`config.mk`:
```
export PLATFORM = sky130hd
export DESIGN_NAME = line_pixel_stepper_unit
export DESIGN_NICKNAME = d
export VERILOG_FILES = /design/src/lps_pkg.sv /design/src/lps_stepper.sv /design/src/lps_addr.sv /design/src/line_pixel_stepper_unit.sv
export VERILOG_INCLUDE_DIRS = /design/src /design/src/src
export SDC_FILE = /design/constraint.sdc
export NUM_CORES = 1
export LEC_CHECK = 0
export ABC_AREA = 1
export BUFFER_PORTS_ARGS = -buffer_cell sky130_fd_sc_hd__buf_2
export CAP_MARGIN = 15
export CORE_MARGIN = 2
export CORE_UTILIZATION = 45
export CTS_CLUSTER_DIAMETER = 50
export CTS_CLUSTER_SIZE = 14
export DETAILED_ROUTE_END_ITERATION = 10
export PLACE_DENSITY_LB_ADDON = 0.3
export SYNTH_ARGS = -nofsm -noshare
export SYNTH_HDL_FRONTEND = slang
export SYNTH_SLANG_ARGS = --single-unit
```
`constraint.sdc`:
```
create_clock -name clk_i -period 7.1 [get_ports clk_i]
set_clock_uncertainty 0.1 [all_clocks]
set_input_delay 1.065 -clock clk_i [delete_from_list [all_inputs] [get_ports clk_i]]
set_output_delay 1.065 -clock clk_i [all_outputs]
set_load 0.01 [all_outputs]
```
`src/line_pixel_stepper_unit_assert.svh`:
```
// Assertion macros shared by the line pixel stepper modules.
`ifndef LINE_PIXEL_STEPPER_UNIT_ASSERT_SVH
`define LINE_PIXEL_STEPPER_UNIT_ASSERT_SVH

// Same-cycle implication, checked on clk_i, off while rst_ni is low.
`define LPS_ASSERT_NOW(label, ante, cons, msg) \
  label: assert property (@(posedge clk_i) disable iff (!rst_ni) (ante) |-> (cons)) \
    else $error(msg);

// Next-cycle implication, checked on clk_i, off while rst_ni is low.
`define LPS_ASSERT_NEXT(label, ante, cons, msg) \
  label: assert property (@(posedge clk_i) disable iff (!rst_ni) (ante) |=> (cons)) \
    else $error(msg);

`endif

```
`src/lps_pkg.sv`:
```
// Shared types, constants and helpers of the line pixel stepper.
package lps_pkg;

  // Item operation carried in tuser
  typedef enum logic {
    OP_START   = 1'b0,
    OP_ADVANCE = 1'b1
  } op_e;

  localparam int unsigned WIDTH_W       = 11;
  localparam int unsigned BPP_LOG2_W    = 2;
  localparam int unsigned COLOR_W       = 8;
  localparam int unsigned WORD_INDEX_W  = 20;
  localparam int unsigned BIT_SHIFT_W   = 5;
  localparam int unsigned CFG_INDEX_W   = 1;
  localparam int unsigned CFG_DATA_W    = 11;

  // Register indexes of the config port
  localparam logic [CFG_INDEX_W-1:0] REG_SCREEN_WIDTH = 1'b0;
  localparam logic [CFG_INDEX_W-1:0] REG_BPP_LOG2     = 1'b1;

  localparam logic [WIDTH_W-1:0]    SCREEN_WIDTH_RST = 11'd800;
  localparam logic [BPP_LOG2_W-1:0] BPP_LOG2_RST     = 2'd0;

  // log2 of the bits in one frame buffer word
  localparam logic [2:0] WORD_BITS_LOG2 = 3'd5;

  typedef struct packed {
    logic [WIDTH_W-1:0]    screen_width;
    logic [BPP_LOG2_W-1:0] bpp_log2;
  } cfg_t;

  // Mask that keeps the low 2^bpp_log2 bits of a color
  function automatic logic [COLOR_W-1:0] color_mask(input logic [BPP_LOG2_W-1:0] bpp_log2);
    logic [COLOR_W-1:0] mask;
    case (bpp_log2)
      2'd0:    mask = 8'h01;
      2'd1:    mask = 8'h03;
      2'd2:    mask = 8'h0F;
      default: mask = 8'hFF;
    endcase
    return mask;
  endfunction

endpackage

```
`src/lps_stepper.sv`:
```
// Line state and error-term stepping, with one registered pixel stage.
`include "line_pixel_stepper_unit_assert.svh"

module lps_stepper import lps_pkg::*; #(
  parameter int unsigned COORD_BITS = 10
) (
  input  logic                  clk_i,
  input  logic                  rst_ni,
  // incoming items
  input  logic                  in_valid_i,
  output logic                  in_ready_o,
  input  op_e                   op_i,
  input  logic [COORD_BITS-1:0] start_x_i,
  input  logic [COORD_BITS-1:0] start_y_i,
  input  logic [COORD_BITS-1:0] end_x_i,
  input  logic [COORD_BITS-1:0] end_y_i,
  input  logic [COLOR_W-1:0]    color_i,
  // pixel toward the address stage
  output logic                  pix_valid_o,
  input  logic                  pix_ready_i,
  output logic [COORD_BITS-1:0] pix_x_o,
  output logic [COORD_BITS-1:0] pix_y_o,
  output logic [COLOR_W-1:0]    pix_color_o,
  output logic                  pix_last_o
);

  localparam int unsigned ERR_W = COORD_BITS + 2;

  // line state
  logic [COORD_BITS-1:0]   cur_x_q, cur_x_d, cur_y_q, cur_y_d;
  logic [COORD_BITS-1:0]   tgt_x_q, tgt_x_d, tgt_y_q, tgt_y_d;
  logic [COORD_BITS-1:0]   dx_q, dx_d, dy_q, dy_d;
  logic                    neg_x_q, neg_x_d, neg_y_q, neg_y_d;
  logic signed [ERR_W-1:0] err_q, err_d;
  logic [COLOR_W-1:0]      color_q, color_d;
  logic                    active_q, active_d;

  // pixel stage
  logic                    s1_valid_q, s1_valid_d;
  logic [COORD_BITS-1:0]   s1_x_q, s1_y_q;
  logic [COLOR_W-1:0]      s1_color_q;
  logic                    s1_last_q;

  logic                    accept, emit, is_start, new_last;
  logic [COORD_BITS-1:0]   dx_start, dy_start;
  logic signed [ERR_W-1:0] dx_s, dy_s;
  logic                    step_x, step_y;

  // handshake: stage frees when its pixel moves on
  assign in_ready_o = !s1_valid_q || pix_ready_i;
  assign accept     = in_valid_i && in_ready_o;
  assign is_start   = (op_i == OP_START);
  assign emit       = is_start || active_q;

  assign dx_start = (end_x_i > start_x_i) ? end_x_i - start_x_i : start_x_i - end_x_i;
  assign dy_start = (end_y_i > start_y_i) ? end_y_i - start_y_i : start_y_i - end_y_i;

  // error-term decisions against the stored deltas
  assign dx_s   = $signed({2'b00, dx_q});
  assign dy_s   = $signed({2'b00, dy_q});
  assign step_x = err_q > -dx_s;
  assign step_y = err_q < dy_s;

  // next line state for a start or an advance
  always_comb begin
    cur_x_d = cur_x_q;
    cur_y_d = cur_y_q;
    tgt_x_d = tgt_x_q;
    tgt_y_d = tgt_y_q;
    dx_d    = dx_q;
    dy_d    = dy_q;
    neg_x_d = neg_x_q;
    neg_y_d = neg_y_q;
    err_d   = err_q;
    color_d = color_q;
    if (is_start) begin
      cur_x_d = start_x_i;
      cur_y_d = start_y_i;
      tgt_x_d = end_x_i;
      tgt_y_d = end_y_i;
      dx_d    = dx_start;
      dy_d    = dy_start;
      neg_x_d = !(start_x_i < end_x_i);
      neg_y_d = !(start_y_i < end_y_i);
      color_d = color_i;
      if (dx_start > dy_start) begin
        err_d = $signed({2'b00, dx_start >> 1});
      end else begin
        err_d = -$signed({2'b00, dy_start >> 1});
      end
    end else begin
      if (step_x) begin
        cur_x_d = neg_x_q ? cur_x_q - 1'b1 : cur_x_q + 1'b1;
      end
      if (step_y) begin
        cur_y_d = neg_y_q ? cur_y_q - 1'b1 : cur_y_q + 1'b1;
      end
      err_d = err_q - (step_x ? dy_s : '0) + (step_y ? dx_s : '0);
    end
  end

  assign new_last = (cur_x_d == tgt_x_d) && (cur_y_d == tgt_y_d);
  assign active_d = !new_last;

  assign s1_valid_d = accept ? emit : (s1_valid_q && !pix_ready_i);

  // line state registers: idle advances leave them untouched
  always_ff @(posedge clk_i or negedge rst_ni) begin
    if (!rst_ni) begin
      cur_x_q  <= '0;
      cur_y_q  <= '0;
      tgt_x_q  <= '0;
      tgt_y_q  <= '0;
      dx_q     <= '0;
      dy_q     <= '0;
      neg_x_q  <= 1'b0;
      neg_y_q  <= 1'b0;
      err_q    <= '0;
      color_q  <= '0;
      active_q <= 1'b0;
    end else if (accept && emit) begin
      cur_x_q  <= cur_x_d;
      cur_y_q  <= cur_y_d;
      tgt_x_q  <= tgt_x_d;
      tgt_y_q  <= tgt_y_d;
      dx_q     <= dx_d;
      dy_q     <= dy_d;
      neg_x_q  <= neg_x_d;
      neg_y_q  <= neg_y_d;
      err_q    <= err_d;
      color_q  <= color_d;
      active_q <= active_d;
    end
  end

  // pixel stage valid
  always_ff @(posedge clk_i or negedge rst_ni) begin
    if (!rst_ni) begin
      s1_valid_q <= 1'b0;
    end else begin
      s1_valid_q <= s1_valid_d;
    end
  end

  // pixel stage payload
  always_ff @(posedge clk_i) begin
    if (accept && emit) begin
      s1_x_q     <= cur_x_d;
      s1_y_q     <= cur_y_d;
      s1_color_q <= color_d;
      s1_last_q  <= new_last;
    end
  end

  assign pix_valid_o = s1_valid_q;
  assign pix_x_o     = s1_x_q;
  assign pix_y_o     = s1_y_q;
  assign pix_color_o = s1_color_q;
  assign pix_last_o  = s1_last_q;

  `LPS_ASSERT_NEXT(a_idle_advance_silent, accept && !is_start && !active_q, !s1_valid_q,
    "advance with no line in progress produced a pixel")
  `LPS_ASSERT_NEXT(a_start_emits, accept && is_start, s1_valid_q && (s1_last_q == !active_q),
    "start item did not produce its first pixel")
  `LPS_ASSERT_NOW(a_last_ends_line, s1_valid_q && s1_last_q, !active_q,
    "line still active while its endpoint pixel is pending")

endmodule

```
`src/lps_addr.sv`:
```
// Frame buffer addressing of a pixel and the output register.
`include "line_pixel_stepper_unit_assert.svh"

module lps_addr import lps_pkg::*; #(
  parameter int unsigned COORD_BITS = 10
) (
  input  logic                    clk_i,
  input  logic                    rst_ni,
  input  cfg_t                    cfg_i,
  // pixel from the stepper
  input  logic                    pix_valid_i,
  output logic                    pix_ready_o,
  input  logic [COORD_BITS-1:0]   pix_x_i,
  input  logic [COORD_BITS-1:0]   pix_y_i,
  input  logic [COLOR_W-1:0]      pix_color_i,
  input  logic                    pix_last_i,
  // result item
  output logic                    out_valid_o,
  input  logic                    out_ready_i,
  output logic [COORD_BITS-1:0]   out_x_o,
  output logic [COORD_BITS-1:0]   out_y_o,
  output logic [WORD_INDEX_W-1:0] out_word_index_o,
  output logic [BIT_SHIFT_W-1:0]  out_bit_shift_o,
  output logic [COLOR_W-1:0]      out_value_o,
  output logic                    out_last_o
);

  localparam int unsigned PROD_W = COORD_BITS + WIDTH_W;
  localparam int unsigned PIX_W  = PROD_W + 1;
  localparam int unsigned EXT_W  = PIX_W + WORD_INDEX_W;

  logic                    out_valid_q, out_valid_d;
  logic [COORD_BITS-1:0]   x_q, y_q;
  logic [WORD_INDEX_W-1:0] word_q;
  logic [BIT_SHIFT_W-1:0]  shift_q;
  logic [COLOR_W-1:0]      value_q;
  logic                    last_q;

  logic                    load;
  logic [PROD_W-1:0]       prod;
  logic [PIX_W-1:0]        pix_num;
  logic [EXT_W-1:0]        pix_ext;
  logic [EXT_W-1:0]        pix_words;
  logic [2:0]              word_shift;
  logic [BIT_SHIFT_W-1:0]  pix_low;
  logic [BIT_SHIFT_W-1:0]  bit_shift;

  assign pix_ready_o = !out_valid_q || out_ready_i;
  assign load        = pix_valid_i && pix_ready_o;

  // linear pixel number x + y * width, split into word and bit position
  assign prod       = PROD_W'(pix_y_i) * PROD_W'(cfg_i.screen_width);
  assign pix_num    = PIX_W'(prod) + PIX_W'(pix_x_i);
  assign pix_ext    = EXT_W'(pix_num);
  assign word_shift = WORD_BITS_LOG2 - {1'b0, cfg_i.bpp_log2};
  assign pix_words  = pix_ext >> word_shift;
  assign pix_low    = pix_num[BIT_SHIFT_W-1:0];
  assign bit_shift  = pix_low << cfg_i.bpp_log2;

  assign out_valid_d = load || (out_valid_q && !out_ready_i);

  always_ff @(posedge clk_i or negedge rst_ni) begin
    if (!rst_ni) begin
      out_valid_q <= 1'b0;
    end else begin
      out_valid_q <= out_valid_d;
    end
  end

  // result payload
  always_ff @(posedge clk_i) begin
    if (load) begin
      x_q     <= pix_x_i;
      y_q     <= pix_y_i;
      word_q  <= pix_words[WORD_INDEX_W-1:0];
      shift_q <= bit_shift;
      value_q <= pix_color_i & color_mask(cfg_i.bpp_log2);
      last_q  <= pix_last_i;
    end
  end

  assign out_valid_o      = out_valid_q;
  assign out_x_o          = x_q;
  assign out_y_o          = y_q;
  assign out_word_index_o = word_q;
  assign out_bit_shift_o  = shift_q;
  assign out_value_o      = value_q;
  assign out_last_o       = last_q;

  `LPS_ASSERT_NEXT(a_load_shows, load, out_valid_q,
    "pixel taken from the stepper did not reach the output register")
  `LPS_ASSERT_NEXT(a_stall_holds, out_valid_q && !out_ready_i, out_valid_q,
    "stalled result item dropped")
  `LPS_ASSERT_NOW(a_shift_aligned, out_valid_q,
    (shift_q & ((BIT_SHIFT_W'(1) << cfg_i.bpp_log2) - BIT_SHIFT_W'(1))) == '0,
    "bit shift not aligned to the pixel size")

endmodule

```
`src/line_pixel_stepper_unit.sv`:
```
// Top level of the line pixel stepper: ports, config registers, field packing.
//
//   channel  direction  handshake                    payload
//   s_axis   in         s_axis_tvalid/s_axis_tready  tuser: operation; tdata: endpoints, color
//   m_axis   out        m_axis_tvalid/m_axis_tready  tdata: pixel, location, value; tlast
//   cfg      in         cfg_valid_i/cfg_ready_o      cfg_index_i, cfg_data_i
//
// One item per cycle sustained while the output is not stalled; a pixel is
// registered first in the stepper's pixel register, then in the output
// register behind the y * screen_width multiplier.
// Stepping state updates in the accept cycle, so advances may follow back to back.
// A stalled output holds both stages; inputs keep flowing while the output
// register can drain. rst_ni clears all control state and loads the reset config.
// The config port is always ready.
module line_pixel_stepper_unit import lps_pkg::*; #(
  parameter int unsigned COORD_BITS = 10
) (
  input  logic                   clk_i,
  input  logic                   rst_ni,
  input  logic                   s_axis_tvalid,
  output logic                   s_axis_tready,
  // start_x, start_y, end_x, end_y, color, zero pad
  input  logic [((4*COORD_BITS+COLOR_W+7)/8)*8-1:0] s_axis_tdata,
  // operation
  input  logic                   s_axis_tuser,
  output logic                   m_axis_tvalid,
  input  logic                   m_axis_tready,
  // pixel_x, pixel_y, word_index, bit_shift, pixel_value, zero pad
  output logic [((2*COORD_BITS+WORD_INDEX_W+BIT_SHIFT_W+COLOR_W+7)/8)*8-1:0] m_axis_tdata,
  output logic                   m_axis_tlast,
  input  logic                   cfg_valid_i,
  output logic                   cfg_ready_o,
  input  logic [CFG_INDEX_W-1:0] cfg_index_i,
  input  logic [CFG_DATA_W-1:0]  cfg_data_i
);

  localparam int unsigned OUT_DATA_W =
    ((2*COORD_BITS+WORD_INDEX_W+BIT_SHIFT_W+COLOR_W+7)/8)*8;

  cfg_t                    cfg_q;
  logic                    pix_valid, pix_ready, pix_last;
  logic [COORD_BITS-1:0]   pix_x, pix_y;
  logic [COLOR_W-1:0]      pix_color;
  logic [COORD_BITS-1:0]   out_x, out_y;
  logic [WORD_INDEX_W-1:0] out_word;
  logic [BIT_SHIFT_W-1:0]  out_shift;
  logic [COLOR_W-1:0]      out_value;

  // config registers
  assign cfg_ready_o = 1'b1;

  always_ff @(posedge clk_i or negedge rst_ni) begin
    if (!rst_ni) begin
      cfg_q.screen_width <= SCREEN_WIDTH_RST;
      cfg_q.bpp_log2     <= BPP_LOG2_RST;
    end else if (cfg_valid_i) begin
      case (cfg_index_i)
        REG_SCREEN_WIDTH: cfg_q.screen_width <= cfg_data_i[WIDTH_W-1:0];
        REG_BPP_LOG2:     cfg_q.bpp_log2     <= cfg_data_i[BPP_LOG2_W-1:0];
        default: ;
      endcase
    end
  end

  lps_stepper #(
    .COORD_BITS (COORD_BITS)
  ) u_stepper (
    .clk_i       (clk_i),
    .rst_ni      (rst_ni),
    .in_valid_i  (s_axis_tvalid),
    .in_ready_o  (s_axis_tready),
    .op_i        (op_e'(s_axis_tuser)),
    .start_x_i   (s_axis_tdata[COORD_BITS-1:0]),
    .start_y_i   (s_axis_tdata[2*COORD_BITS-1:COORD_BITS]),
    .end_x_i     (s_axis_tdata[3*COORD_BITS-1:2*COORD_BITS]),
    .end_y_i     (s_axis_tdata[4*COORD_BITS-1:3*COORD_BITS]),
    .color_i     (s_axis_tdata[4*COORD_BITS+COLOR_W-1:4*COORD_BITS]),
    .pix_valid_o (pix_valid),
    .pix_ready_i (pix_ready),
    .pix_x_o     (pix_x),
    .pix_y_o     (pix_y),
    .pix_color_o (pix_color),
    .pix_last_o  (pix_last)
  );

  lps_addr #(
    .COORD_BITS (COORD_BITS)
  ) u_addr (
    .clk_i            (clk_i),
    .rst_ni           (rst_ni),
    .cfg_i            (cfg_q),
    .pix_valid_i      (pix_valid),
    .pix_ready_o      (pix_ready),
    .pix_x_i          (pix_x),
    .pix_y_i          (pix_y),
    .pix_color_i      (pix_color),
    .pix_last_i       (pix_last),
    .out_valid_o      (m_axis_tvalid),
    .out_ready_i      (m_axis_tready),
    .out_x_o          (out_x),
    .out_y_o          (out_y),
    .out_word_index_o (out_word),
    .out_bit_shift_o  (out_shift),
    .out_value_o      (out_value),
    .out_last_o       (m_axis_tlast)
  );

  // pack result fields, pixel_x in the lowest bits, pixel_value highest
  assign m_axis_tdata = OUT_DATA_W'({out_value, out_shift, out_word, out_y, out_x});

endmodule

```
**Word-level counts from Yosys, hierarchy flattened**

Cells that the tools add are included.

- Bits in registers: 181

- Add/subtract/negate cells: 14
- Multipliers: 1
- Magnitude comparators: 7
- Equal/unequal tests: 4
- Shift-type cells: 2
- Multiplexer cells: 18
- Bitwise gates (word level): 3
- Reduce and logical (&&, ||, !) cells: 21

Operators with widths:

| kind | count |
|---|---|
| 2-to-1 mux 10 bit | 12 |
| subtractor 10 bit | 4 |
| greater-than comparator 10 bit | 3 |
| 2-to-1 mux 12 bit | 2 |
| case mux 8 bit (3 select lines) | 1 |
| adder 21 x 10 -> 22 bit | 1 |
| >> shifter 22 x 3 -> 20 bit | 1 |
| multiplier 10 x 11 -> 21 bit | 1 |
| adder 10 x 1 -> 10 bit (second input constant) | 2 |
| equality test 10 bit | 2 |
| < comparator 10 bit | 2 |
| subtractor 10 x 1 -> 10 bit (second input constant) | 2 |
| 2-to-1 mux 8 bit | 2 |
| adder 12 bit | 1 |
| greater-than comparator 12 bit | 1 |
| < comparator 12 x 11 -> 1 bit | 1 |
| negation 10 -> 12 bit | 1 |
| negation 9 -> 12 bit | 1 |
| subtractor 12 bit | 1 |
| bitwise AND 8 bit | 1 |
| logical NOT 1 bit | 7 |
| logical AND 1 bit | 6 |
| AND reduction 2 bit | 3 |
| left shift 5 x 2 -> 5 bit | 1 |
| other kinds (7) | 11 |

**Logic depth before layout (Yosys ltp)**

- Depth in word-level cells: 7
- Mapped depth: 35
- Gate-level depth less buffers: 33

**Hierarchy**

Synthesis repeated with hierarchy kept, for this count alone.

- Cell total of the unflattened synthesis: 2345
- Area total of the unflattened synthesis: 17623.2 µm²

By module, submodules not included:

| module | instances | cells an instance | area an instance (µm²) | sequential area each (µm²) |
|---|---|---|---|---|
| lps_stepper | 1 | 1447 | 10251.1 | 2972.9 |
| lps_addr | 1 | 834 | 6799.0 | 1646.6 |
| line_pixel_stepper_unit | 1 | 64 | 573.0 | 329.1 |

**Worst setup path before layout**

Ideal clock, no wire load.

- Kind: reg-to-reg
- Start: register cfg_q[7] (netlist name)
- End: register u_addr.word_q[16] (netlist: u_addr.out_word_index_o[16]), data pin
- Setup time: 268 ps
- Data arrival time: 5285 ps
- Required time: 6732 ps
- Slack: 1448 ps
- Stages on the path, launching flop included: 24
- Buffers on the path: 1
- Period minus slack after synthesis: 5652 ps
- Cell sequence: dfstp_2 clkbuf_1 nand2_1 fa_1 inv_1 fa_1 inv_1 fa_1 inv_1 fa_1 inv_1 fa_1 inv_1 ha_1 a21oi_1 a21boi_0 o21ai_0 a31oi_1 o21ai_0 a21oi_1 xor2_1 nand2_1 nand3_1 o21ai_0

- Longest elaborated chain between the ends: 3

RTL lines:

| element | line | RTL |
|---|---|---|
| from (decl) | line_pixel_stepper_unit.sv:40 | `cfg_t cfg_q;` |
| multiplier 10 x 11 -> 21 bit | lps_addr.sv:52 | `assign prod = PROD_W'(pix_y_i) * PROD_W'(cfg_i.screen_width);` |
| adder 21 x 10 -> 22 bit | lps_addr.sv:53 | `assign pix_num = PIX_W'(prod) + PIX_W'(pix_x_i);` |
| >> shifter 22 x 3 -> 20 bit | lps_addr.sv:56 | `assign pix_words = pix_ext >> word_shift;` |
| net u_addr.pix_words[16] | lps_addr.sv:43 | `logic [EXT_W-1:0] pix_words;` |
| to (signal assigned) | lps_addr.sv:75 | `word_q <= pix_words[WORD_INDEX_W-1:0];` |
| to (decl) | lps_addr.sv:34 | `logic [WORD_INDEX_W-1:0] word_q;` |

The timed path passes the listed nets, and every way through them passes these cells.
A chain may end at the register's enable or synchronous reset.

**Worst setup path after layout**

- Start: register u_stepper.s1_y_q[2] (netlist: u_stepper.pix_y_o[2])
- End: register u_addr.word_q[17] (netlist: u_addr.out_word_index_o[17]), data pin

- Longest elaborated chain between the ends: 3

RTL lines:

| element | line | RTL |
|---|---|---|
| from (decl) | lps_stepper.sv:40 | `logic [COORD_BITS-1:0] s1_x_q, s1_y_q;` |
| from (signal assigned) | lps_stepper.sv:149 | `s1_y_q <= cur_y_d;` |
| multiplier 10 x 11 -> 21 bit | lps_addr.sv:52 |  |
| adder 21 x 10 -> 22 bit | lps_addr.sv:53 |  |
| >> shifter 22 x 3 -> 20 bit | lps_addr.sv:56 |  |
| net u_addr.pix_words[17] | lps_addr.sv:43 |  |

The timed path passes the listed nets, and every way through them passes these cells.

==> results by stage <==
Routing:
- Dividing the detail-routed wire length by the instance count gives 15.3 µm.
- The via count of the routed design is 14.3k.
- For this block, the initial DRC count from the detailed router was 775.
- In the routed layout, each cell is associated on average with a via count of 5.08.
- Once detail routing completed, the nets flagged for antenna violations numbered 0.
- In the routed design, unresolved DRC markers number 0.
- The final wirelength is 42900 µm.
- The first detailed-routing pass ran for 5 iterations.

Finish:
- The signed area change from the synthesized netlist to the final layout is 9.15%.
- In the final design database the tool counted 2611 nets.
- The post-route netlist has 9.93% of its cells at a drive strength greater than 1.
- The library cells used most frequently in the layout, excluding fill and tap cells, are 580 x sky130_fd_sc_hd__nand2_1, 418 x sky130_fd_sc_hd__inv_1, 174 x sky130_fd_sc_hd__o21ai_0, 165 x sky130_fd_sc_hd__ha_1, 120 x sky130_fd_sc_hd__buf_2.
- Leaving out fill and tap cells, the most frequent cell in the layout is sky130_fd_sc_hd__nand2_1.
- The register with the most flip-flops in the layout has 20 of them.
- The repair_antennas step left the layout with diodes totalling 0.

Logic synthesis:
- The share of the Yosys chip area taken by registers is 29.1%.
- The synthesized area per cell is 7.71 µm².
- In the post-synthesis netlist, the biggest area contributors are sky130_fd_sc_hd__edfxtp_1 15%, sky130_fd_sc_hd__dfrtp_1 14%, sky130_fd_sc_hd__nand2_1 13%.
- The synthesized design contains 83 enable-type register cells.
- The synthesized instance count is 2210.
- The area of the mapped netlist is 17000 µm².
- The post-synthesis cell type with the largest combined area is sky130_fd_sc_hd__edfxtp_1.
- In this run, synthesis produced a sequential element count of 181.
- For this run, asynchronously set or reset flops after synthesis account for 54.1%.
- The number of distinct library cell variants in the gate-level netlist after synthesis is 54.
- The most used flip-flop cell after synthesis is sky130_fd_sc_hd__dfrtp_1.
- The yosys synthesis warning count is 0.
- The top-area cell type share of the netlist area is 14.6%.

Worst setup path:
- The required time at the worst-slack endpoint is 7180 ps.
- The sort of element at the start of the critical path is a register.
- The gate family responsible for the most delay along the worst path is adder cells.
- The signal on the critical path passes through nand2_1, fa_1, inv_1, fa_1, inv_1, fa_1, inv_1, fa_1, inv_1, fa_1, inv_1, ha_1, a21oi_1, a21boi_0, o21ai_0, a31oi_1, o21ai_0, a21oi_1, xor2_1, nand2_1, nand3_1, o21ai_0.
- Data on the critical path arrives at its endpoint at 6030 ps.
- The worst register-to-register path begins at u_stepper.pix_y_o[2].
- The worst setup path is captured at a register.
- The launching instance or port of the critical path is u_stepper.pix_y_o[2].
- The slowest stage of the critical path belongs to the cell sky130_fd_sc_hd__edfxtp_1.
- The critical path contains buffers and inverters numbering 5 combined.
- The critical path in this run is classified as register to register.
- Of all nets on the critical path, the largest fanout is 12.
- For this run, the slowest stage of the critical path takes 650 ps.

Floorplan:
- The starting density of the core is 45.4%.
- Pin placement for this block handled 126 I/O pins.
- From left edge to right edge, the die measures 199 µm.
- The floorplan row count is 71.
- The die covers 39400 µm².
- The floorplan step set the die height to 199 µm.
- The area of the core is 37500 µm².

CTS:
- Post-CTS repair changed the size of 0 cells.
- The maximum root-to-sink buffer count is 2.
- The post-CTS setup buffer count is 0.
- The number of sinks driven by the clock tree is 181.
- TritonCTS created 17 clock buffers.
- The level count of the clock H-tree is 4.
- The tree is rooted in a sky130_fd_sc_hd__clkbuf_16.
- The later-pin clock latency in the skew report is 460 ps.
- The TritonCTS clock tree is built.
- The count of hold buffers inserted by post-cts repair is 0.
- The CTS clock-pin slew for the worst setup and hold paths is 80 ps.

Timing:
- The max-slew violation total from the final report is 0.
- Setup repair after global routing left no endpoint under its margin.
- The count of endpoints failing hold in the final timing report came to 0.
- The slew at the pin closest to its max-slew limit is 1090 ps.
- Adding up every negative setup slack in the final design gives 0 ps.
- The relative slew slack is 27.5%.
- The time the final worst path needs with I/O delays and setup is 5950 ps.
- The maximum clock frequency is 0.168 GHz.
- Hold timing on the final database bottoms out at a slack of 330 ps.
- Setup violations remaining at the end of the flow were counted as 0.
- Of the available clock period, the critical path in the final layout requires 83.8%.

Placement:
- Routability-driven placement finished with a final weighted congestion of 0.942.
- The HPWL after detailed placement is 34300 µm.
- Port buffering added 121 buffers.

Global route:
- The via count of the first global-routing pass is 14.0k.
- The first-pass GRT wire length is 71300 µm.
- Global routing finished with a remaining overflow of 0.
- The initial antenna violation count is 0.
- The aggregate global-route resource usage is 22.9%.
- Entering global routing, the biggest net connects 84 pins.

Run:
- The total of max-cap violations is 0.

Outcome:
- The flow ran to the end, and the final reports show no timing, DRC or antenna violations.

Worst hold path:
- The startpoint of the worst hold path is u_stepper.pix_last_o.
- The path class of the tightest hold or removal check is register to register.
==> per-stage QoR <==
step	std cells	utilization, %	cell area, µm²	setup slack, ps
2_1_floorplan	2212	-	17000	1450
3_3_place_gp	2775	48.0	18000	1320
3_5_place_dp	2775	48.0	18000	1180
4_1_cts	2807	49.6	18600	1190
5_1_grt	2807	49.6	18600	788
6_report	2807	49.6	18600	1150
==> kinds of logic (layout without fill, tap and decap cells) <==
| logic type | after synthesis | count (layout) | synth area share [%] |
|---|---|---|---|
| AOI/OAI and AO/OA | 331 | 331 | 10.5 |
| xor gates and xnor gates | 67 | 67 | 3.45 |
| adders and majority gates | 262 | 262 | 23.5 |
| buffers and inverters | 502 | 586 | 11.4 |
| DFF | 181 | 181 | 29.1 |
| muxes | 15 | 15 | 0.948 |
| other | 2 | 4 | 0.0441 |
| and+or+nand+nor | 850 | 850 | 21.1 |
==> final cells by class <==
cell class                      instances  area (µm²)
Fill cell                            3749       18900
Multi-Input combinational cell       1529       10200
Sequential cell                       181        4950
Inverter                              427        1600
Timing Repair Buffer                  127         653
Tap cell                              511         639
Clock buffer                           18         429
Clock inverter                         14         158
==> worst paths after layout <==
kind	endpoint	depth (start not counted)	slack [ps]
setup / recovery	u_addr.out_word_index_o[17]	22	1150
hold / removal	u_addr.out_last_o	0	330
setup reg to reg	u_addr.out_word_index_o[17]	22	1150
hold reg to reg	u_addr.out_last_o	0	330
max in group asynchronous	cfg_q[9]	2	5130
min in group asynchronous	u_stepper.dy_q[0]	1	420
==> layer usage <==
layer | up-vias | routed length [µm] | track usage, %
met2 | 343 | 21000 | 40.0
met1 | 6747 | 19100 | 30.2
met4 | 0 | 707 | 5.67
met3 | 46 | 2120 | 2.63
met5 | - | 0 | 0
li1 | 7117 | - | -
==> cells in the mapped netlist (all sizes together) (9+ instances only) <==
cell / number
or2: 20
mux2: 9
ha: 165
o21ai: 190
xor2: 57
edfxtp: 83
fa: 97
xnor2: 10
nand4: 20
a21oi: 96
nand2: 598
nand3: 102
nand3b: 16
nor2: 86
inv: 426
clkbuf: 60
dfrtp: 95
buf: 15
Power is left out: the tool's default activity adds up to more than one toggle a clock period on the data nets, which glitch-free logic cannot reach.
